**config.mk**
```make
export PLATFORM = sky130hd
export DESIGN_NAME = dnd_walker
export DESIGN_NICKNAME = d
export VERILOG_FILES = /design/src/hdl/dnd_pkg.sv /design/src/hdl/dnd_walker.sv
export SDC_FILE = /design/constraint.sdc
export NUM_CORES = 1
export LEC_CHECK = 0
export BUFFER_PORTS_ARGS = -buffer_cell sky130_fd_sc_hd__buf_2
export CAP_MARGIN = 20
export CORE_MARGIN = 10
export CORE_UTILIZATION = 25
export CTS_CLUSTER_DIAMETER = 50
export DETAILED_ROUTE_END_ITERATION = 7
export GPL_TIMING_DRIVEN = 0
export HOLD_SLACK_MARGIN = 0.12
export MAX_ROUTING_LAYER = met4
export PLACE_DENSITY = 0.54
export SLEW_MARGIN = 20
export SYNTH_ARGS = -nofsm -noshare
export SYNTH_HDL_FRONTEND = slang
export SYNTH_SLANG_ARGS = --single-unit
```
**constraint.sdc**
```tcl
create_clock -name clk -period 4 [get_ports clk]
set_input_delay 0.8 -clock clk [delete_from_list [all_inputs] [get_ports clk]]
set_output_delay 0.8 -clock clk [all_outputs]
set_load 0.02 [all_outputs]
```
**src/hdl/dnd_pkg.sv**
```systemverilog
// ----------------------------------------------------------------------------
// dnd_pkg
// Shared types and constants of the DNS name decompressor.
// ----------------------------------------------------------------------------
package dnd_pkg;

    // Message memory size. It must be a power of two so that addresses wrap.
    localparam int MEM_DEPTH       = 1024;
    localparam int ADDR_W          = $clog2(MEM_DEPTH);
    localparam int MAX_NAME_LENGTH = 255;
    localparam int MAX_HOPS        = 16;

    localparam logic [7:0] DOT_CHAR = 8'h2E;

    typedef enum logic
    {
        MODE_LOAD   = 1'b0,
        MODE_DECODE = 1'b1
    } dnd_mode_t;

    typedef enum logic [1:0]
    {
        ERR_NONE = 2'd0,
        ERR_HOPS = 2'd1,
        ERR_LONG = 2'd2
    } dnd_err_t;

    typedef enum logic [2:0]
    {
        ST_IDLE,
        ST_LEN,
        ST_PTR,
        ST_DOT,
        ST_CHR,
        ST_FIN
    } dnd_state_t;

    // Input item.
    typedef struct packed
    {
        logic       mode;
        logic [9:0] address;
        logic [7:0] data_byte;
    } dnd_in_t;

    // Result item.
    typedef struct packed
    {
        logic [31:0] name_chars;
        logic [2:0]  char_count;
        logic        last;
        logic [8:0]  octets_consumed;
        logic [1:0]  error;
    } dnd_out_t;

    // Request from the walker to the packer: one character or the closing result.
    typedef struct packed
    {
        logic       push;
        logic       fin;
        logic [7:0] ch;
        logic [8:0] octets;
        dnd_err_t   err;
    } dnd_push_t;

endpackage

```
**src/hdl/dnd_walker.sv**
```systemverilog
// ----------------------------------------------------------------------------
// dnd_walker
// Sequencer that walks a name through the message memory, one byte at a time.
// ----------------------------------------------------------------------------
module dnd_walker (
    input  logic                        clk,
    input  logic                        rst_n,
    input  logic                        cmd_valid,
    output logic                        cmd_ready,
    input  dnd_pkg::dnd_in_t            cmd,
    output logic                        ram_we,
    output logic [dnd_pkg::ADDR_W-1:0]  ram_waddr,
    output logic [7:0]                  ram_wdata,
    output logic [dnd_pkg::ADDR_W-1:0]  ram_raddr,
    input  logic [7:0]                  ram_rdata,
    output dnd_pkg::dnd_push_t          push,
    input  logic                        push_ready
);

    dnd_pkg::dnd_state_t        state_reg, state_next;
    logic [dnd_pkg::ADDR_W-1:0] rp_reg, rp_next;
    logic [5:0]                 lr_reg, lr_next;
    logic [4:0]                 hop_reg, hop_next;
    logic [7:0]                 nlen_reg, nlen_next;
    logic [8:0]                 cc_reg, cc_next;
    logic                       ps_reg, ps_next;
    logic [5:0]                 hi_reg, hi_next;
    dnd_pkg::dnd_err_t          err_reg, err_next;

    logic       start;
    logic       is_zero;
    logic       is_ptr;
    logic       hop_over;
    logic       too_long;
    logic [9:0] wire_len;
    logic [5:0] lr_new;

    // Decode of the byte at the read pointer.
    assign start    = cmd_valid && (state_reg == dnd_pkg::ST_IDLE)
                      && (cmd.mode == dnd_pkg::MODE_DECODE);
    assign is_zero  = (ram_rdata == 8'd0);
    assign is_ptr   = (ram_rdata[7:6] == 2'b11);
    assign lr_new   = ram_rdata[5:0];
    assign hop_over = (hop_reg >= 5'(dnd_pkg::MAX_HOPS));
    assign wire_len = {2'b00, nlen_reg} + {4'd0, lr_new} + 10'd2;
    assign too_long = (wire_len > 10'(dnd_pkg::MAX_NAME_LENGTH));

    // Next state.
    always_comb
    begin
        state_next = state_reg;
        unique case (state_reg)
            dnd_pkg::ST_IDLE:
            begin
                if (start)
                begin
                    state_next = dnd_pkg::ST_LEN;
                end
            end
            dnd_pkg::ST_LEN:
            begin
                priority if (is_zero)
                    state_next = dnd_pkg::ST_FIN;
                else if (is_ptr)
                    state_next = hop_over ? dnd_pkg::ST_FIN : dnd_pkg::ST_PTR;
                else if (too_long)
                    state_next = dnd_pkg::ST_FIN;
                else if (nlen_reg != 8'd0)
                    state_next = dnd_pkg::ST_DOT;
                else if (lr_new != 6'd0)
                    state_next = dnd_pkg::ST_CHR;
                else
                    state_next = dnd_pkg::ST_LEN;
            end
            dnd_pkg::ST_PTR:
            begin
                state_next = dnd_pkg::ST_LEN;
            end
            dnd_pkg::ST_DOT:
            begin
                if (push_ready)
                begin
                    state_next = (lr_reg != 6'd0) ? dnd_pkg::ST_CHR : dnd_pkg::ST_LEN;
                end
            end
            dnd_pkg::ST_CHR:
            begin
                if (push_ready && (lr_reg == 6'd1))
                begin
                    state_next = dnd_pkg::ST_LEN;
                end
            end
            dnd_pkg::ST_FIN:
            begin
                if (push_ready)
                begin
                    state_next = dnd_pkg::ST_IDLE;
                end
            end
            default: state_next = dnd_pkg::ST_IDLE;
        endcase
    end

    // Working registers of the walk.
    always_comb
    begin
        rp_next   = rp_reg;
        lr_next   = lr_reg;
        hop_next  = hop_reg;
        nlen_next = nlen_reg;
        cc_next   = cc_reg;
        ps_next   = ps_reg;
        hi_next   = hi_reg;
        err_next  = err_reg;
        unique case (state_reg)
            dnd_pkg::ST_IDLE:
            begin
                if (start)
                begin
                    rp_next   = dnd_pkg::ADDR_W'(cmd.address);
                    lr_next   = '0;
                    hop_next  = '0;
                    nlen_next = '0;
                    cc_next   = '0;
                    ps_next   = 1'b0;
                    err_next  = dnd_pkg::ERR_NONE;
                end
            end
            dnd_pkg::ST_LEN:
            begin
                priority if (is_zero)
                begin
                    nlen_next = nlen_reg + 8'd1;
                    if (!ps_reg)
                    begin
                        cc_next = {1'b0, nlen_reg} + 9'd1;
                    end
                end
                else if (is_ptr)
                begin
                    if (hop_over)
                    begin
                        err_next = dnd_pkg::ERR_HOPS;
                    end
                    else
                    begin
                        hop_next = hop_reg + 5'd1;
                        hi_next  = ram_rdata[5:0];
                        rp_next  = rp_reg + dnd_pkg::ADDR_W'(1);
                        if (!ps_reg)
                        begin
                            cc_next = {1'b0, nlen_reg} + 9'd2;
                            ps_next = 1'b1;
                        end
                    end
                end
                else if (too_long)
                begin
                    err_next = dnd_pkg::ERR_LONG;
                end
                else
                begin
                    lr_next   = lr_new;
                    nlen_next = nlen_reg + {2'b00, lr_new} + 8'd1;
                    rp_next   = rp_reg + dnd_pkg::ADDR_W'(1);
                end
            end
            dnd_pkg::ST_PTR:
            begin
                // The pointer's low byte completes a 14-bit offset, cut to the address width.
                rp_next = dnd_pkg::ADDR_W'({hi_reg, ram_rdata});
            end
            dnd_pkg::ST_DOT:
            begin
                rp_next = rp_reg;
            end
            dnd_pkg::ST_CHR:
            begin
                if (push_ready)
                begin
                    rp_next = rp_reg + dnd_pkg::ADDR_W'(1);
                    lr_next = lr_reg - 6'd1;
                end
            end
            dnd_pkg::ST_FIN:
            begin
                rp_next = rp_reg;
            end
            default: rp_next = rp_reg;
        endcase
    end

    // Outputs: memory ports, input handshake and packer requests.
    always_comb
    begin
        cmd_ready   = (state_reg == dnd_pkg::ST_IDLE);
        ram_we      = cmd_valid && (state_reg == dnd_pkg::ST_IDLE)
                      && (cmd.mode == dnd_pkg::MODE_LOAD);
        ram_waddr   = dnd_pkg::ADDR_W'(cmd.address);
        ram_wdata   = cmd.data_byte;
        // Reading at the next pointer keeps the read data aligned to rp_reg.
        ram_raddr   = rp_next;
        push.push   = (state_reg == dnd_pkg::ST_DOT) || (state_reg == dnd_pkg::ST_CHR)
                      || (state_reg == dnd_pkg::ST_FIN);
        push.fin    = (state_reg == dnd_pkg::ST_FIN);
        push.ch     = (state_reg == dnd_pkg::ST_DOT) ? dnd_pkg::DOT_CHAR : ram_rdata;
        push.octets = (err_reg == dnd_pkg::ERR_NONE) ? cc_reg : 9'd0;
        push.err    = err_reg;
    end

    always_ff @(posedge clk or negedge rst_n)
    begin
        if (!rst_n)
        begin
            state_reg <= dnd_pkg::ST_IDLE;
            rp_reg    <= '0;
            lr_reg    <= '0;
            hop_reg   <= '0;
            nlen_reg  <= '0;
            cc_reg    <= '0;
            ps_reg    <= 1'b0;
            hi_reg    <= '0;
            err_reg   <= dnd_pkg::ERR_NONE;
        end
        else
        begin
            state_reg <= state_next;
            rp_reg    <= rp_next;
            lr_reg    <= lr_next;
            hop_reg   <= hop_next;
            nlen_reg  <= nlen_next;
            cc_reg    <= cc_next;
            ps_reg    <= ps_next;
            hi_reg    <= hi_next;
            err_reg   <= err_next;
        end
    end

endmodule
```
==> results.json, run 1 <==
{
  "grt_first_pass_wirelength_um": 21030,
  "first_pass_iters": 4,
  "multi_input_area_um2": 2469,
  "synth_most_common_cell": "nand2_1",
  "synth-edff-count": 0,
  "routedWlPerCell_um": 17.43,
  "seqCellArea_um2": 1151,
  "power_w": 0.003506,
  "largest_reg_flops": 10,
  "worstSetupEndpointType": "primary output",
  "reg2regPathDepth": 11,
  "place_ws_ps": -564.9,
  "final_cell_count_no_fill": 748,
  "power.leakage_nw": 2.216,
  "max_freq_mhz": 252.6,
  "dp_hpwl_um": 9739,
  "io_pins": 82,
  "rows": 44,
  "ant_nets": 0,
  "rsz0062_at_grt": "true",
  "start_kind": "input port",
  "syn_avg_cell_area_um2": 8.094,
  "cts.sinks": 46,
  "critPathMaxFanout": 5,
  "path_cells": "buf_12 > ha_4 > inv_2 > fa_1 > nor4bb_2 > o211a_2 > nand3_2 > a31oi_4 > o31ai_2 > a221o_1 > buf_6",
  "totalWireLength_um": 13040,
  "power.density_nw_per_um2": 716.8,
  "async_reset_ff_share_pct": 100.0,
  "syn_to_final_growth_pct": 29.39,
  "ys_top_cells_by_area": "dfrtp_1 30%, ha_1 7.3%, nand2_1 4.7%",
  "synth_seq_cells": 46,
  "overflow": 0,
  "start_util_pct": 25.72,
  "worstPathArrival_ps": 3160,
  "synth_top_area_share_pct": 30.45,
  "dieArea_um2": 20440,
  "cts_root_buf": "clkbuf_16",
  "ys_warn_count": 0,
  "fin_crit_sh_pct": 98.96,
  "required_ps": 3200,
  "cts_hold_buf": 0,
  "finalSetupTns_ps": 0,
  "slew_viol_final": 0,
  "yosys.cell_types.count": 61,
  "maxCapViolCount": 0,
  "clkSlewWorstSetupHoldPaths_ps": 70,
  "synth_nets": 523,
  "core_um2": 14700,
  "insertion_delay_ps": 300,
  "cts.htree.levels": 2,
  "max_stage_delay_ps": 420,
  "die_h_um": 143.0,
  "path_class": "in -> out",
  "whs_path_depth": 1,
  "crit_path_top_delay_cell": "fa_1",
  "grt_pass1_vias": 3810,
  "gp_congestion": 0.9042,
  "finClkSkew_ps": 7.999,
  "num_vias": 3850,
  "seq_area_frac_synth_pct": 30.45,
  "netlist_instances": 467,
  "track_usage_pct": 13.20,
  "finalHoldViolations": 0,
  "relSlewSlack_pct": 47.67,
  "drive_gt1_share_pct": 27.18,
  "cts_tree": "done",
  "layout_setup_ws_ps": 41.47,
  "yosysTopAreaCell": "dfrtp_1",
  "clock_path_buffers": 2,
  "peakVddDrop_uv": 213.0,
  "dr.first_iter.drc_count": 306,
  "drc": 0,
  "routed_via_density": 5.147,
  "hp-class": "reg -> reg",
  "tightest_slew_ps": 784.9,
  "grt_max_degree": 47,
  "yosys-top-cells-count": "47 x nand2_1, 46 x dfrtp_1, 35 x o21ai_0",
  "report.final.setup_viol": 0,
  "period_needed_ps": 3959,
  "holdWs_ps": 477.2,
  "netlist_area_um2": 3780,
  "fill_cells": 1528,
  "portBuffers": 73,
  "cts_buffers": 5,
  "dpl.cell_count": 724,
  "nets": 618,
  "status": "finished, final reports clean",
  "antenna_found_initial": 1,
  "dieWidth_um": 143.0,
  "synth_ff_type": "dfrtp_1"
}
==> cells in the final DEF (no fill, tap or decap), drive strengths merged, types with 6 or more instances in the layout <==
| cell type | synthesis | final |
|---|---|---|
| a22o | 8 | 8 |
| nor2 | 31 | 31 |
| a31oi | 7 | 7 |
| o21ai | 40 | 40 |
| and3 | 9 | 9 |
| nand2 | 47 | 47 |
| xnor2 | 8 | 8 |
| nand4 | 6 | 6 |
| and2 | 14 | 14 |
| inv | 23 | 22 |
| o211ai | 7 | 7 |
| dfrtp | 46 | 46 |
| a21oi | 24 | 24 |
| ha | 22 | 22 |
| nor3 | 9 | 9 |
| clkbuf | 18 | 25 |
| nand3 | 19 | 19 |
| nand2b | 12 | 12 |
| buf | 22 | 109 |
| o22ai | 6 | 6 |
| o31ai | 11 | 11 |
==> per-layer routing <==
metal / vias to the layer above / global-route usage (%) / part of all wire, % / wire length [um]
met5: - / - / 0 / 0
met4: 0 / 4.397 / 1.9 / 242
met3: 14 / 3.018 / 6.4 / 830
met2: 98 / 20.80 / 46 / 6049
met1: 1864 / 16.35 / 45 / 5916
li1: 1874 / - / - / -
==> power breakdown <==
group | switching (W) | internal [W] | total [W]
logic | 0.00132 | 0.000889 | 0.00221
registers | 0.000163 | 0.000637 | 0.000800
clock network | 0.000200 | 0.000296 | 0.000495
total | 0.00168 | 0.00182 | 0.00351
==> path summary, 6_finish.rpt <==
path / startpoint / endpoint / slack, ps
min in group asynchronous: rst_n / lr_reg[1] / 520
setup reg to reg: nlen_reg[5] / lr_reg[1] / 750
hold / removal: cc_reg[1] / cc_reg[1] / 480
max in group asynchronous: rst_n / nlen_reg[4] / 3050
setup / recovery: ram_rdata[3] / ram_raddr[8] / 40
hold reg to reg: cc_reg[1] / cc_reg[1] / 480
==> cell families after synthesis <==
group                      Yosys count  share of synthesized area (%)
AOI/OAI and AO/OA                  148                          26.32
xor gates and xnor gates            10                          2.317
adders and majority gates           25                          8.871
buffers and inverters               65                          8.375
DFF                                 46                          30.45
muxes                                5                          1.390
and+or+nand+nor                    168                          22.28
==> final cells by class <==
| cell class | instances | share of cell area, % |
|---|---|---|
| Timing Repair Buffer | 88 | 11.18 |
| Inverter | 25 | 1.995 |
| Clock inverter | 2 | 0.7675 |
| Sequential cell | 46 | 23.54 |
| Antenna cell | 1 | 0.05116 |
| Clock buffer | 6 | 2.635 |
| Tap cell | 184 | 4.707 |
| Buffer | 40 | 4.656 |
| Multi-Input combinational cell | 356 | 50.47 |
==> timing repair <==
action                                  4_1_cts  5_1_grt
buffers inserted                              4       10
resized for setup                            35       23
pin swaps                                    10       20
endpoints found under the setup margin       10       10
endpoints found under the hold margin         0        0
==> worst max-delay path: cells and delay by family <==
| family | cells | cell delay [ps] |
|---|---|---|
| buf+inv | 3 | 300 |
| fa+ha+maj | 2 | 570 |
| compound gates | 4 | 1050 |
| simple gates | 2 | 430 |
==> per-stage QoR <==
stage / utilization, % / area (um^2)
3_5_place_dp: 29.78 / 4378
3_3_place_gp: 29.77 / 4375
2_1_floorplan: - / 3780
6_report: 33.27 / 4891
5_1_grt: 33.27 / 4891
4_1_cts: 32.15 / 4726
No activity file was read; power rests on OpenSTA's default activity.
==> run 2: changes to the inputs <==
--- a/config.mk
+++ b/config.mk
@@ -7,7 +7,6 @@
 export LEC_CHECK = 0
 export BUFFER_PORTS_ARGS = -buffer_cell sky130_fd_sc_hd__buf_2
 export CAP_MARGIN = 20
-export CORE_MARGIN = 10
 export CORE_UTILIZATION = 25
 export CTS_CLUSTER_DIAMETER = 50
 export DETAILED_ROUTE_END_ITERATION = 7
==> run 2 against run 1 <==
The run now ends with design-rule violations left. Final cell count down 0.40%. Flip-flop and latch count unchanged. Die area down 24%. Via count up 2.4%. Clock power down 16%. Core utilization down 0.23 points. Global-route usage up 3.6 points. Worst hold slack worse by 2.0 ps. Cell area down 1.1%. Sequential share of layout area up 0.26 points. Largest cell class unchanged.
==> results.json, run 2 (same netlist as run 1, synthesis figures left out) <==
{
  "required_ps": 3200,
  "syn_to_final_growth_pct": 28.00,
  "failed_checks": "design-rule violations",
  "pwr-share-seq_pct": 23.4,
  "whs_path_depth": 1,
  "worstPathArrival_ps": 3200,
  "antenna_found_initial": 0,
  "period_needed_ps": 3997,
  "pwr-share-clk_pct": 12.1,
  "swShare_pct": 48.62,
  "cts.sinks": 46,
  "power_w": 0.003413,
  "worstSetupEndpointType": "primary output",
  "start_util_pct": 25.81,
  "dieWidth_um": 125.0,
  "final_cell_mix": "65 x buf_2, 46 x dfrtp_1, 44 x nand2_1, 37 x buf_4, 34 x o21ai_0",
  "cp_num_buf_inv": 4,
  "start_kind": "input port",
  "drive_gt1_share_pct": 26.56,
  "min_from": "cc_reg[1]",
  "cp_top_family": "compound AO/OA/AOI/OAI gates",
  "reg2reg_setup_slack_ps": 690,
  "relSlewSlack_pct": 49.36,
  "dpl.cell_count": 724,
  "max_freq_mhz": 250.2,
  "nets": 617,
  "hold_path_end": "cc_reg[1]",
  "clock_path_buffers": 2,
  "portBuffers": 73,
  "num_vias": 3941,
  "clkSlewWorstSetupHoldPaths_ps": 60,
  "dp_hpwl_um": 9073,
  "fin_crit_sh_pct": 99.92,
  "path_class": "in -> out",
  "totalWireLength_um": 12710,
  "power.leakage_nw": 2.193,
  "final_cell_count_no_fill": 745,
  "power.density_nw_per_um2": 705.4,
  "final_common_cell": "buf_2",
  "finClkSkew_ps": 5.380,
  "grt_first_pass_wirelength_um": 19950,
  "ant_nets": 0,
  "power_frac_comb_pct": 64.5,
  "rows": 44,
  "intPower_w": 0.001754,
  "report.final.setup_viol": 0,
  "grt_max_degree": 47,
  "track_usage_pct": 16.78,
  "final_core_util_pct": 33.04,
  "seqCellArea_um2": 1151,
  "critPathMaxFanout": 5,
  "dr.first_iter.drc_count": 300,
  "overflow": 0,
  "cts_tree": "done",
  "routed_via_density": 5.290,
  "tightest_slew_ps": 759.6,
  "drc": 14,
  "maxCapViolCount": 0,
  "r2r-end": "lr_reg[1]",
  "cts.htree.levels": 2,
  "path_cells": "buf_12 > ha_4 > inv_2 > fa_1 > nor4bb_2 > o211a_2 > nand3_2 > a31oi_4 > buf_6 > nor2_2 > a221o_1 > buf_6",
  "rsz0062_at_grt": "true",
  "insertion_delay_ps": 300,
  "gp_congestion": 0.8507,
  "peakVddDrop_uv": 208.3,
  "multi_input_area_um2": 2460,
  "routedWlPerCell_um": 17.05,
  "finalHoldViolations": 0,
  "reg2regPathDepth": 11,
  "status": "finished, violations left",
  "cts_root_buf": "clkbuf_16",
  "die_h_um": 125.0,
  "dieArea_um2": 15620,
  "path_common_cell": "buf_6",
  "first_pass_iters": 6,
  "slew_viol_final": 0,
  "switching_power_w": 0.001659,
  "r2r_start": "nlen_reg[5]",
  "largest_reg_flops": 10,
  "fill_cells": 1509,
  "crit_path_top_delay_cell": "fa_1",
  "max_stage_delay_ps": 440,
  "core_um2": 14640,
  "hp-class": "reg -> reg",
  "io_pins": 82,
  "diodes": 0,
  "grt_pass1_vias": 3803,
  "cts_buffers": 5
}
run 2: worst register-to-register path: stages (launching register included):
cell and delay [ps]:
dfrtp_1 350, clkbuf_2 220, inv_1 110, fa_1 560, nand3b_1 140, nand2_2 130
a221o_1 450, buf_4 170, o31a_1 370, or2_1 230, buf_2 160, mux2_1 310
run 2: power groups by stage:
stage,clock [W],sequential (W),combinational [W]
2_1_floorplan,0,0.000757,0.00139
6_report,0.000414,0.000797,0.00220
3_5_place_dp,0,0.000795,0.00193
5_1_grt,0.000446,0.000824,0.00240
3_3_place_gp,0,0.000791,0.00190
4_1_cts,0.000429,0.000794,0.00211
run 2: cell type report:
class / instances / area share, %
Clock buffer: 7 / 2.741
Tap cell: 184 / 4.758
Timing Repair Buffer: 87 / 11.20
Sequential cell: 46 / 23.79
Inverter: 25 / 2.017
Buffer: 40 / 4.655
Multi-Input combinational cell: 356 / 50.84
run 2: repair_timing:
| item | 4_1_cts | 5_1_grt |
|---|---|---|
| setup endpoints to repair | 10 | 10 |
| buffers inserted | 11 | 3 |
| pin swaps | 15 | 13 |
| resized for setup | 37 | 18 |
| cloned | 0 | 0 |
| hold buffers | 0 | 0 |
run 2: metrics by stage:
stage                     area, um^2  setup slack (ps)  setup TNS (ps)  hold WS [ps]
after floorplan                 3780             143.5               0         440.2
after global placement          4375            -577.3           -4383         452.3
after detailed placement        4378            -599.9           -4498         464.6
after CTS                       4753            -14.87          -14.87         478.8
after global routing            4838            -82.06          -351.5         508.7
final                           4838             3.045               0         475.2
run 2: how the worst max path moves through the flow:
stage	start	end	slack, ps	depth (start not counted)
6_report	ram_rdata[4]	ram_raddr[8]	3	12
5_1_grt	ram_rdata[5]	ram_raddr[7]	-80	11
4_1_cts	ram_rdata[4]	ram_raddr[8]	-10	12
3_5_place_dp	ram_rdata[3]	ram_raddr[8]	-600	11
3_3_place_gp	ram_rdata[3]	ram_raddr[8]	-580	11
2_1_floorplan	ram_rdata[3]	ram_raddr[0]	140	9
run 2: layer usage:
layer  vias up  track usage [%]  wire [um]
met5         -                -          0
met3        19            3.166        807
met4         0            7.819        282
met1      1897            21.57       5779
met2       154            25.44       5836
li1       1871                -          -
