===== src/hdl/dnd_pkg.sv =====
// ----------------------------------------------------------------------------
// dnd_pkg
// Shared types and constants of the DNS name decompressor.
// ----------------------------------------------------------------------------
package dnd_pkg;

    // Message memory size. It must be a power of two so that addresses wrap.
    localparam int MEM_DEPTH       = 1024;
    localparam int ADDR_W          = $clog2(MEM_DEPTH);
    localparam int MAX_NAME_LENGTH = 255;
    localparam int MAX_HOPS        = 16;

    localparam logic [7:0] DOT_CHAR = 8'h2E;

    typedef enum logic
    {
        MODE_LOAD   = 1'b0,
        MODE_DECODE = 1'b1
    } dnd_mode_t;

    typedef enum logic [1:0]
    {
        ERR_NONE = 2'd0,
        ERR_HOPS = 2'd1,
        ERR_LONG = 2'd2
    } dnd_err_t;

    typedef enum logic [2:0]
    {
        ST_IDLE,
        ST_LEN,
        ST_PTR,
        ST_DOT,
        ST_CHR,
        ST_FIN
    } dnd_state_t;

    // Input item.
    typedef struct packed
    {
        logic       mode;
        logic [9:0] address;
        logic [7:0] data_byte;
    } dnd_in_t;

    // Result item.
    typedef struct packed
    {
        logic [31:0] name_chars;
        logic [2:0]  char_count;
        logic        last;
        logic [8:0]  octets_consumed;
        logic [1:0]  error;
    } dnd_out_t;

    // Request from the walker to the packer: one character or the closing result.
    typedef struct packed
    {
        logic       push;
        logic       fin;
        logic [7:0] ch;
        logic [8:0] octets;
        dnd_err_t   err;
    } dnd_push_t;

endpackage


===== src/hdl/dnd_packer.sv =====
// ----------------------------------------------------------------------------
// dnd_packer
// Packs name characters four to a result and holds the result register.
// ----------------------------------------------------------------------------
module dnd_packer (
    input  logic              clk,
    input  logic              rst_n,
    input  dnd_pkg::dnd_push_t push,
    output logic              push_ready,
    output logic              res_valid,
    input  logic              res_ready,
    output dnd_pkg::dnd_out_t res
);

    logic [31:0]       pack_reg, pack_next;
    logic [1:0]        fill_reg, fill_next;
    dnd_pkg::dnd_out_t res_reg, res_next;
    logic              res_valid_reg, res_valid_next;
    logic              slot_free;
    logic              accept;
    logic [31:0]       placed;

    // The result register can take a new result when empty or being drained.
    assign slot_free  = !res_valid_reg || res_ready;
    assign push_ready = push.fin ? slot_free : ((fill_reg != 2'd3) || slot_free);
    assign accept     = push.push && push_ready;

    // Place the character at the byte lane given by the fill count.
    always_comb
    begin
        placed = '0;
        unique case (fill_reg)
            2'd0: placed[7:0]   = push.ch;
            2'd1: placed[15:8]  = push.ch;
            2'd2: placed[23:16] = push.ch;
            2'd3: placed[31:24] = push.ch;
            default: placed = '0;
        endcase
    end

    // Next values of packing and result registers.
    always_comb
    begin
        pack_next      = pack_reg;
        fill_next      = fill_reg;
        res_next       = res_reg;
        res_valid_next = res_valid_reg && !res_ready;
        if (accept)
        begin
            if (push.fin)
            begin
                res_next.name_chars      = pack_reg;
                res_next.char_count      = {1'b0, fill_reg};
                res_next.last            = 1'b1;
                res_next.octets_consumed = push.octets;
                res_next.error           = push.err;
                res_valid_next           = 1'b1;
                pack_next                = '0;
                fill_next                = '0;
            end
            else if (fill_reg == 2'd3)
            begin
                res_next.name_chars      = pack_reg | placed;
                res_next.char_count      = 3'd4;
                res_next.last            = 1'b0;
                res_next.octets_consumed = '0;
                res_next.error           = dnd_pkg::ERR_NONE;
                res_valid_next           = 1'b1;
                pack_next                = '0;
                fill_next                = '0;
            end
            else
            begin
                pack_next = pack_reg | placed;
                fill_next = fill_reg + 2'd1;
            end
        end
    end

    always_ff @(posedge clk or negedge rst_n)
    begin
        if (!rst_n)
        begin
            pack_reg      <= '0;
            fill_reg      <= '0;
            res_valid_reg <= 1'b0;
        end
        else
        begin
            pack_reg      <= pack_next;
            fill_reg      <= fill_next;
            res_valid_reg <= res_valid_next;
        end
    end

    // Result payload carries no reset.
    always_ff @(posedge clk)
    begin
        res_reg <= res_next;
    end

    assign res_valid = res_valid_reg;
    assign res       = res_reg;

endmodule


===== config.mk =====
export PLATFORM = sky130hd
export DESIGN_NAME = dnd_packer
export DESIGN_NICKNAME = d
export VERILOG_FILES = /design/src/hdl/dnd_pkg.sv /design/src/hdl/dnd_packer.sv
export SDC_FILE = /design/constraint.sdc
export NUM_CORES = 1
export LEC_CHECK = 0
export BUFFER_PORTS_ARGS = -buffer_cell sky130_fd_sc_hd__buf_4
export CAP_MARGIN = 10
export CORE_MARGIN = 2
export CORE_UTILIZATION = 46
export CTS_BUF_LIST = sky130_fd_sc_hd__clkbuf_4 sky130_fd_sc_hd__clkbuf_8
export CTS_CLUSTER_DIAMETER = 30
export DETAILED_ROUTE_END_ITERATION = 6
export GPL_TIMING_DRIVEN = 1
export PLACE_DENSITY = 0.77
export RECOVER_POWER = 25
export SLEW_MARGIN = 20
export SYNTH_ARGS = -nofsm -noshare
export SYNTH_HDL_FRONTEND = slang
export SYNTH_SLANG_ARGS = --single-unit

===== constraint.sdc =====
create_clock -name clk -period 4.1 [get_ports clk]
set_input_delay 0.82 -clock clk [delete_from_list [all_inputs] [get_ports clk]]
set_output_delay 0.82 -clock clk [all_outputs]
set_load 0.02 [all_outputs]

==> qor.txt, run 1 <==
Cell area after synthesis: 3518 um^2
Vias in the first global route: 2148
WP data arrival: 2.22 ns
Starting DRT DRC Count: 165
Crit start category: input port
Netlist cell types: 25
Skew-Pair Late Insertion Delay: 0.34 ns
CORE AREA: 7331 um^2
Layout Nets: 349
Htree depth: 3
Fin Clk Skew: 0.006070 ns
I/O Buffers: 72
Top_reg_cell synth: edfxtp_1
First-pass DRT Iterations: 4
Peak supply drop: 0.0002375 V
Total track usage: 17.64%
Req. time, crit path: 3.28 ns
Diodes inserted: 0
CTS tree: built
Layout area overhead: 20.77%
Syn avg cell area: 13.80 um^2
Initial antenna violation count: 0
Critical path class: input port to output pin
Post-DRT Antenna Nets: 0
WL final: 6805 um
Routed wire per std cell: 16.05 um
Setup bufs post-CTS: 0
Final setup violation count: 0
Leak pwr: 1.970 nW
CP max FO: 26
Num CTS Buffers: 9
RSZ-0062 raised after global routing: no
PwrDens: 520.5 nW/um^2
Filler cells: 592
# DRC: 0
Sequential area share after synthesis: 65.01%
Num rows: 31
Max_cap viols: 1
Final worst path period share: 74.26%
Fraction of layout cells with a size suffix above 1: 34.46%
Die Y: 91.46 um
Cts repair resizes: 0
DR vias: 2231
Asr flop ratio synth: 42.68%
Area of the multi-input gates: 1050 um^2
Die Wd: 91.46 um
Worst Tran Pin Value: 1.851 ns
Final setup TNS: 0 ns
Fin crit period: 3.045 ns
GPL Wtd Cong: 0.7428
Hold Fails Final Rpt: 0
Final core utilization: 57.96%
Global-route wire length before repair: 11080 um
Headroom to the max-slew limit: -23.38%
Clock Tree Root: clkbuf_8
Syn Nets: 284
Syn Inst Count: 255
Slew Viols, Final: 36
Hold WC Path Type: register to register
Die footprint: 8364 um^2
Dpl hpwl: 4554 um
Clk buf depth: 2
Outcome: finished with violations
DR vias/cell: 5.262
Failing checks: capacitance limit, slew limit
Clock sinks: 82
Initial core utilization: 47.99%
Max reg flops: 47
Synthesis-stage register bit count: 82
Critical path endpoint category: output pin
Pin count of the biggest net entering global routing: 36
GR Overflow Total: 0
Synth warn: 0
Post-synth EDFFs: 47
Hold-fix buffers, CTS: 0
Reg area: 2287 um^2
Max Fclk: 0.3284 GHz
Ports: 73
Clk slew on worst S/H paths: 0.08 ns
per-stage QoR:
stage               cell area, um^2  power (mW)  hold WS (ns)  instances  worst slack (ns)
CTS                            4260       2.233        0.4173        424             1.478
global route                   4249       2.321        0.5126        424            0.8540
global placement               4039       1.582        0.4702        408             1.533
detailed placement             4039       1.600        0.4739        408             1.485
floorplan                      3518       1.450        0.4555        255            0.4544
finish                         4249       2.212        0.4924        424             1.055
cell type report:
class | count | share of cell area, %
clock buffer | 10 | 3.092
clock inverter | 6 | 2.120
inverter | 3 | 0.2650
multi-input combinational | 149 | 24.71
sequential | 82 | 53.83
tap | 99 | 2.915
timing repair buffer | 75 | 13.07
cells in the mapped netlist (3+ instances only):
cell type,count,share of area [%]
a21oi_1,5,0.71
edfxtp_1,47,40
inv_1,3,0.32
nor2b_1,5,0.89
nand3_1,24,3.4
and2_1,19,3.4
buf_2,10,1.4
nand2_1,3,0.32
nor2_1,6,0.64
buf_6,6,1.9
a21o_1,32,6.8
a21oi_2,19,4.7
o21a_1,24,5.1
dfrtp_1,35,25
ha_1,5,1.8
path summary, 6_finish.rpt:
kind / startpoint / to / slack, ns / depth (start not counted)
worst max-delay path: push[19] / push_ready / 1.06 / 5
worst min-delay path: pack_reg[27] / pack_reg[27] / 0.49 / 1
worst max register to register: fill_reg[0] / res[23] / 1.77 / 5
worst min register to register: pack_reg[27] / pack_reg[27] / 0.49 / 1
max in group asynchronous: rst_n / pack_reg[12] / 2.07 / 1
min in group asynchronous: rst_n / pack_reg[22] / 0.97 / 1
cells in the final DEF (no fill, tap or decap), drive strengths merged:
| cell type | n |
|---|---|
| a21oi | 24 |
| dfrtp | 35 |
| nand3 | 25 |
| nand2b | 1 |
| or2 | 1 |
| nor2 | 6 |
| inv | 4 |
| edfxtp | 47 |
| clkinvlp | 1 |
| o21a | 24 |
| nand2 | 3 |
| mux2 | 1 |
| ha | 5 |
| mux2i | 1 |
| clkbuf | 12 |
| nor2b | 5 |
| o21ai | 2 |
| a21o | 32 |
| clkinv | 2 |
| and2 | 19 |
| bufinv | 2 |
| buf | 73 |
critical path, cell delays in order:
cell and delay [ns]:
clkbuf_1 0.57, or2_1 0.19, buf_4 0.35, nand2_1 0.12, buf_4 0.18
cell families (layout without fill, tap and decap cells):
family	count (synthesis)	in the layout	synth area share, %
adder cells (fa/ha/maj)	5	5	1.778
multiplexers	2	2	0.6045
buffers and inverters	24	94	5.334
AND/OR/NAND/NOR	60	60	9.495
AO/OA/AOI/OAI	82	82	17.78
flip-flops	82	82	65.01
routing by layer:
| metal | GRT usage [%] | routed length, um |
|---|---|---|
| met1 | 23.28 | 2995 |
| met5 | 0 | 0 |
| met3 | 5.145 | 414 |
| met4 | 6.187 | 113 |
| met2 | 27.88 | 3282 |
power by group:
part	leakage [nW]	internal [mW]	total [mW]	switching (mW)
combinational	0.944	0.214	0.489	0.275
sequential	0.916	1.03	1.09	0.0586
clock	0.110	0.352	0.633	0.281
total	1.97	1.60	2.21	0.615
Note: power is estimated with default switching activity, not from simulation.
==> run 2: changes to the inputs <==
--- a/config.mk
+++ b/config.mk
@@ -13,7 +13,7 @@
 export CTS_CLUSTER_DIAMETER = 30
 export DETAILED_ROUTE_END_ITERATION = 6
 export GPL_TIMING_DRIVEN = 1
-export PLACE_DENSITY = 0.77
+export PLACE_DENSITY = 0.8
 export RECOVER_POWER = 25
 export SLEW_MARGIN = 20
 export SYNTH_ARGS = -nofsm -noshare
==> constraint.sdc (replaced) <==
create_clock -name clk -period 2.7 [get_ports clk]
set_input_delay 0.54 -clock clk [delete_from_list [all_inputs] [get_ports clk]]
set_output_delay 0.54 -clock clk [all_outputs]
set_load 0.02 [all_outputs]
==> run 2 against run 1 <==
The flow still finishes with violations (capacitance limit, slew limit). Combinational power grew 52%. Die area is the same. Clock power grew 38%. Count of clock-buffer cells in the layout grew 1. Clock skew grew 0.0044 ns. Cell count grew 0.24%. Sequential power grew 52%. Critical path type is now register to output pin. Highest routed layer unchanged.
==> qor.txt, run 2 (synthesized netlist as in run 1, its figures left out) <==
Max Fclk: 0.4391 GHz
Crit start category: register
Die footprint: 8364 um^2 (unchanged)
Met3 Wirelength: 347 um (-16%)
Overall Power: 3.282 mW (+48%)
Final instance area: 4229 um^2 (-0.47%)
Initial core utilization: 47.99% (unchanged)
Initial antenna violation count: 0 (unchanged)
Global-route wire length before repair: 11120 um (+0.31%)
Headroom to the max-slew limit: -28.07% (-4.7 points)
Slew Viols, Final: 36 (unchanged)
GPL Wtd Cong: 0.7573 (+2.0%)
Clk buf depth: 2 (unchanged)
Ports: 73 (unchanged)
R2R Path Start: fill_reg[0]
R2R Setup Slk: 0.70 ns (-1.07 ns)
Pin count of the biggest net entering global routing: 36 (unchanged)
DR vias/cell: 5.186 (-1.4%)
Outcome: finished with violations
Die Y: 91.46 um (unchanged)
Hold Fails Final Rpt: 0 (unchanged)
Fin Clk Skew: 0.01049 ns (+0.004417 ns)
CTS tree: built
CP bufs+invs: 1 (-2)
Filler cells: 593 (+0.17%)
Worst Tran Pin Value: 1.921 ns (+0.07038 ns)
CP max stage delay: 0.46 ns (-0.11 ns)
PwrDens: 776.1 nW/um^2 (+49%)
Highest metal used: met4
Max reg flops: 47 (unchanged)
First-pass DRT Iterations: 4 (unchanged)
# DRC: 0 (unchanged)
CP startpoint: fill_reg[0]
Layout area overhead: 20.20%
Placement Setup Slack: 0.7319 ns (-0.7533 ns)
Failing checks: capacitance limit, slew limit
Layout Nets: 350 (+0.29%)
Post-DRT Antenna Nets: 0 (unchanged)
Peak supply drop: 0.0003436 V (+45%)
RSZ-0062 raised after global routing: no
Max_cap viols: 1 (unchanged)
Setup bufs post-CTS: 0 (unchanged)
DRT met1 WL: 3042 um (+1.6%)
Fraction of layout cells with a size suffix above 1: 34.36% (-0.11 points)
CP top delay family: simple AND/OR/NAND/NOR gates
Vias in the first global route: 2143 (-0.23%)
Dpl hpwl: 4504 um (-1.1%)
Final WS setup: 0.4226 ns (-0.6326 ns)
DR vias: 2204 (-1.2%)
Critical path class: register to output pin
Dpl cell area: 4046 um^2 (+0.19%)
Critical-path top delay cell: dfrtp_1
Critical path endpoint category: output pin
GR Overflow Total: 0 (unchanged)
Leak pwr: 1.964 nW (-0.30%)
Die Wd: 91.46 um (unchanged)
Area of the multi-input gates: 1050 um^2 (unchanged)
Worst-path cell chain: ha_1 -> or2_1 -> nand2_1 -> buf_4
Final worst path period share: 84.35%
Num CTS Buffers: 9 (unchanged)
Final setup violation count: 0 (unchanged)
DR WL met2: 3530 um (+7.6%)
Clock sinks: 82 (unchanged)
I/O Buffers: 72 (unchanged)
Final setup TNS: 0 ns (unchanged)
CP max FO: 9 (-65%)
CORE AREA: 7331 um^2 (unchanged)
Commonest non-fill, non-tap cells in the layout: buf_4, edfxtp_1, dfrtp_1
Clk slew on worst S/H paths: 0.08 ns (about the same)
Htree depth: 3 (unchanged)
Skew-Pair Late Insertion Delay: 0.35 ns (about the same)
Most common cell after layout, fill and taps aside: buf_4
Fin crit period: 2.277 ns
WP data arrival: 1.74 ns (-0.48 ns)
Clock Tree Root: clkbuf_8
Num rows: 31 (unchanged)
Routed wire per std cell: 16.52 um (+2.9%)
Diodes inserted: 0 (unchanged)
Req. time, crit path: 2.16 ns (-1.12 ns)
Starting DRT DRC Count: 173 (+4.8%)
Hold path start: push[8]
Cts repair resizes: 0 (unchanged)
WL final: 7019 um (+3.1%)
Hold WC Path Type: input port to register
Reg area: 2287 um^2 (unchanged)
Total track usage: 17.50% (-0.14 points)
Hold-fix buffers, CTS: 0 (unchanged)
run 2: worst paths after layout:
check | endpoint | cells after the start
max | push_ready | 4
min | res[8] | 2
max reg2reg | res[0] | 5
min reg2reg | pack_reg[25] | 1
max in group asynchronous | res_valid | 1
min in group asynchronous | pack_reg[9] | 1
run 2: final cells by class:
cell class | instances | share of cell area, %
Clock buffer | 11 | 3.284
Clock inverter | 5 | 1.302
Sequential cell | 82 | 54.08
Tap cell | 99 | 2.929
Multi-Input combinational cell | 149 | 24.82
Timing Repair Buffer | 76 | 13.31
Inverter | 3 | 0.2663
run 2: report_power, final:
| part | leakage, nW | internal (mW) | switching, mW |
|---|---|---|---|
| Combinational | 0.951 | 0.326 | 0.418 |
| Clock | 0.0978 | 0.445 | 0.429 |
| Sequential | 0.916 | 1.57 | 0.0964 |
run 2: stage by stage:
stage / util (%) / hold WS (ns) / cells
floorplan: - / 0.2444 / 255
global route: 57.69 / 0.4573 / 425
finish: 57.69 / 0.4704 / 425
detailed placement: 55.20 / 0.4727 / 409
CTS: 57.84 / 0.1361 / 425
global placement: 55.20 / 0.4709 / 409
run 2: layer usage:
| metal | vias to the layer above | track usage [%] |
|---|---|---|
| li1 | 1036 | - |
| met1 | 1092 | 22.83 |
| met2 | 67 | 28.37 |
| met3 | 9 | 3.900 |
| met4 | 0 | 7.071 |
| met5 | - | 0 |
run 2: worst register-to-register path, delay by kind of cell, from the launching register on:
kind                     cells  cell delay (ns)
flip-flops                   1             0.46
buffers and inverters        1             0.39
adder cells (fa/ha/maj)      1             0.26
AND/OR/NAND/NOR              2             0.29
AO/OA/AOI/OAI                1             0.24
==> run 3: changes to the inputs <==
--- a/config.mk
+++ b/config.mk
@@ -5,6 +5,7 @@
 export SDC_FILE = /design/constraint.sdc
 export NUM_CORES = 1
 export LEC_CHECK = 0
+export ABC_AREA = 1
 export BUFFER_PORTS_ARGS = -buffer_cell sky130_fd_sc_hd__buf_4
 export CAP_MARGIN = 10
 export CORE_MARGIN = 2
@@ -13,7 +14,7 @@
 export CTS_CLUSTER_DIAMETER = 30
 export DETAILED_ROUTE_END_ITERATION = 6
 export GPL_TIMING_DRIVEN = 1
-export PLACE_DENSITY = 0.8
+export PLACE_DENSITY = 0.77
 export RECOVER_POWER = 25
 export SLEW_MARGIN = 20
 export SYNTH_ARGS = -nofsm -noshare
==> constraint.sdc (replaced) <==
create_clock -name clk -period 2.3 [get_ports clk]
set_input_delay 0.46 -clock clk [delete_from_list [all_inputs] [get_ports clk]]
set_output_delay 0.46 -clock clk [all_outputs]
set_load 0.02 [all_outputs]
==> run 3 against run 2 <==
The flow still finishes with violations (capacitance limit, slew limit). Sequential power is 8% higher. Non-clock buffer count is 2 higher. Critical path depth is 1 higher. Routed wire length is 8.4% higher. Combinational power is 15% lower. Die area hardly changed. Worst setup slack worse by 0.27 ns. Sequential share of layout area is 0.85 points lower. Cell count is 23% higher. Clock skew is 0.0024 ns higher. Critical endpoint unchanged.
==> qor.txt, run 3 <==
Filler cells: 634 (+6.9%)
CP max FO: 9 (unchanged)
Commonest cells in the netlist: nand2_1, inv_1, edfxtp_1
Net load switching power: 0.9567 mW (+1.3%)
# DRC: 0 (unchanged)
Final core utilization: 58.61% (+0.92 points)
Total track usage: 19.77% (+2.3 points)
Post-synth EDFFs: 47 (unchanged)
Most common cell after layout, fill and taps aside: nand2_1
FF-to-FF End: res[8]
Cell area after synthesis: 3516 um^2 (about the same)
CTS tree: built
Fraction of layout cells with a size suffix above 1: 24.06% (-10 points)
Htree depth: 3 (unchanged)
Pin count of the biggest net entering global routing: 37 (+2.8%)
Critical path endpoint category: output pin
Dpl hpwl: 4980 um (+11%)
Die Y: 91.43 um (about the same)
Worst Tran Pin Value: 1.922 ns (+0.001365 ns)
Sequential area share after synthesis: 65.05% (about the same)
R2R Setup Slk: 0.18 ns (-0.52 ns)
Syn Nets: 377 (+33%)
Grt met2 use: 28.25% (-0.12 points)
First-pass DRT Iterations: 5 (+1)
Final instance area: 4297 um^2 (+1.6%)
Dpl cell area: 4133 um^2 (+2.1%)
Initial core utilization: 47.96% (about the same)
Dominant cell by count in the synthesized netlist: nand2_1
CP max stage delay: 0.47 ns (about the same)
Hold depth: 3 (+1)
Worst-case reg-to-reg path depth: 7 (+2)
Post-DRT Antenna Nets: 0 (unchanged)
GPL Wtd Cong: 0.7737 (+2.2%)
Slew Viols, Final: 70 (+94%)
Syn Inst Count: 348 (+36%)
Skew-Pair Late Insertion Delay: 0.35 ns (about the same)
Critical path class: register to output pin
Num rows: 31 (unchanged)
Failing checks: capacitance limit, slew limit
Max reg flops: 47 (unchanged)
R2R Path Start: fill_reg[0]
Cts repair resizes: 0 (unchanged)
Clock Tree Root: clkbuf_8
Clk pwr share: 28.5% (+1.8 points)
Hold Fails Final Rpt: 0 (unchanged)
Hold-fix buffers, CTS: 0 (unchanged)
Die Wd: 91.43 um (about the same)
Final worst path period share: 93.41%
Vias in the first global route: 2551 (+19%)
Hold WC Path Type: input port to register
Setup bufs post-CTS: 0 (unchanged)
RSZ-0062 raised after global routing: no
Fin Clk Skew: 0.01291 ns (+0.002419 ns)
Req. time, crit path: 1.84 ns (-0.32 ns)
Layout area overhead: 22.21%
Final setup violation count: 0 (unchanged)
Die footprint: 8359 um^2 (about the same)
Met1 Use GR: 28.26% (+5.4 points)
PwrDens: 789.7 nW/um^2 (+1.8%)
Part of the power in combinational logic: 18.6% (-4.1 points)
Final hold slack: 0.3655 ns (-0.1049 ns)
Worst-path cell chain: ha_1 -> inv_4 -> nand2_2 -> nand2_4 -> buf_4
Placed cells: 507 (+24%)
WL final: 7612 um (+8.4%)
Syn avg cell area: 10.10 um^2 (-27%)
Ports: 73 (unchanged)
Netlist cell types: 19 (-24%)
Critical-path top delay cell: dfrtp_1
Hold path endpoint: res[10]
Outcome: finished with violations
I/O Buffers: 72 (unchanged)
Crit start category: register
DR vias/cell: 5.059 (-2.4%)
Starting DRT DRC Count: 264 (+53%)
Top_reg_cell synth: edfxtp_1
Hold path start: push[10]
Clk buf depth: 2 (unchanged)
DR vias: 2646 (+20%)
Final WS setup: 0.1515 ns (-0.2711 ns)
Sw frac: 28.20% (-0.57 points)
Largest cells by area after synthesis: edfxtp_1, dfrtp_1, nand2_1, inv_1, nand4_1
Clk slew on worst S/H paths: 0.08 ns (about the same)
Peak supply drop: 0.0003411 V (-0.72%)
Final setup TNS: 0 ns (unchanged)
Asr flop ratio synth: 42.68% (unchanged)
Gr busiest metal: met1
Headroom to the max-slew limit: -28.16% (-0.091 points)
Initial antenna violation count: 0 (unchanged)
Synthesis-stage register bit count: 82 (unchanged)
CORE AREA: 7331 um^2 (unchanged)
Placement Setup Slack: 0.1924 ns (-0.5395 ns)
Synth warn: 0 (unchanged)
Share of the synthesized area in the top cell type: 40.14% (about the same)
GR Overflow Total: 0 (unchanged)
Internal power: 2.436 mW (+4.2%)
Clock sinks: 82 (unchanged)
Diodes inserted: 0 (unchanged)
Max_cap viols: 2 (+1)
Max Fclk: 0.4654 GHz
Fin crit period: 2.149 ns
Layout Nets: 448 (+28%)
M3 GR Usage: 4.730% (+0.83 points)
Leak pwr: 2.190 nW (+11%)
Num CTS Buffers: 9 (unchanged)
Layout Cells excl Fill: 523 (+23%)
Overall Power: 3.393 mW (+3.4%)
Global-route wire length before repair: 12630 um (+14%)
Commonest non-fill, non-tap cells in the layout: nand2_1, buf_4, inv_1
Sequential share of power: 52.9% (+2.2 points)
WP data arrival: 1.69 ns (-0.05 ns)
Leading area contributor after synthesis: edfxtp_1
Routed wire per std cell: 14.55 um (-12%)
[run 3: area by class of cell]
| cell class | instances | area [um^2] | area share, % |
|---|---|---|---|
| clock inverter | 2 | 12.51 | 0.2912 |
| inverter | 53 | 205.2 | 4.776 |
| timing repair buffer | 78 | 563.0 | 13.10 |
| multi-input combinational | 195 | 930.9 | 21.67 |
| tap | 99 | 123.9 | 2.883 |
| sequential | 82 | 2287 | 53.23 |
| clock buffer | 14 | 173.9 | 4.048 |
[run 3: power by group through the flow]
stage / Combinational [mW] / Clock [mW] / Sequential (mW)
global route: 0.707 / 1.05 / 1.81
floorplan: 0.314 / 0 / 1.90
CTS: 0.638 / 0.984 / 1.79
global placement: 0.619 / 0 / 1.82
detailed placement: 0.636 / 0 / 1.82
finish: 0.632 / 0.966 / 1.80
[run 3: worst max-delay path by stage]
stage	start	endpoint	slack [ns]	cells past startpoint
final	fill_reg[0]	push_ready	0.15	5
after global routing	fill_reg[0]	res[8]	0.04	7
after CTS	fill_reg[0]	push_ready	0.14	5
after detailed placement	fill_reg[0]	res[28]	0.19	7
after global placement	fill_reg[0]	res[24]	0.28	7
after floorplan	fill_reg[0]	res[0]	0.11	7
[run 3: critical path, delay by kind of cell (launching register included)]
family / cells / cell delay, ns
fa+ha+maj: 1 / 0.47
flops: 1 / 0.47
simple gates: 2 / 0.18
buf+inv: 2 / 0.22
[run 3: cell families after synthesis]
family          Yosys count  share of synthesized area (%)
simple gates            158                          19.29
flops                    82                          65.05
buf+inv                  71                          8.470
compound gates           32                          5.409
fa+ha+maj                 5                          1.779
[run 3: routing by layer]
metal	share of wire, %	wire (um)
met1	43	3309
met2	46	3498
met3	8.3	631
met4	2.3	172
met5	0	0
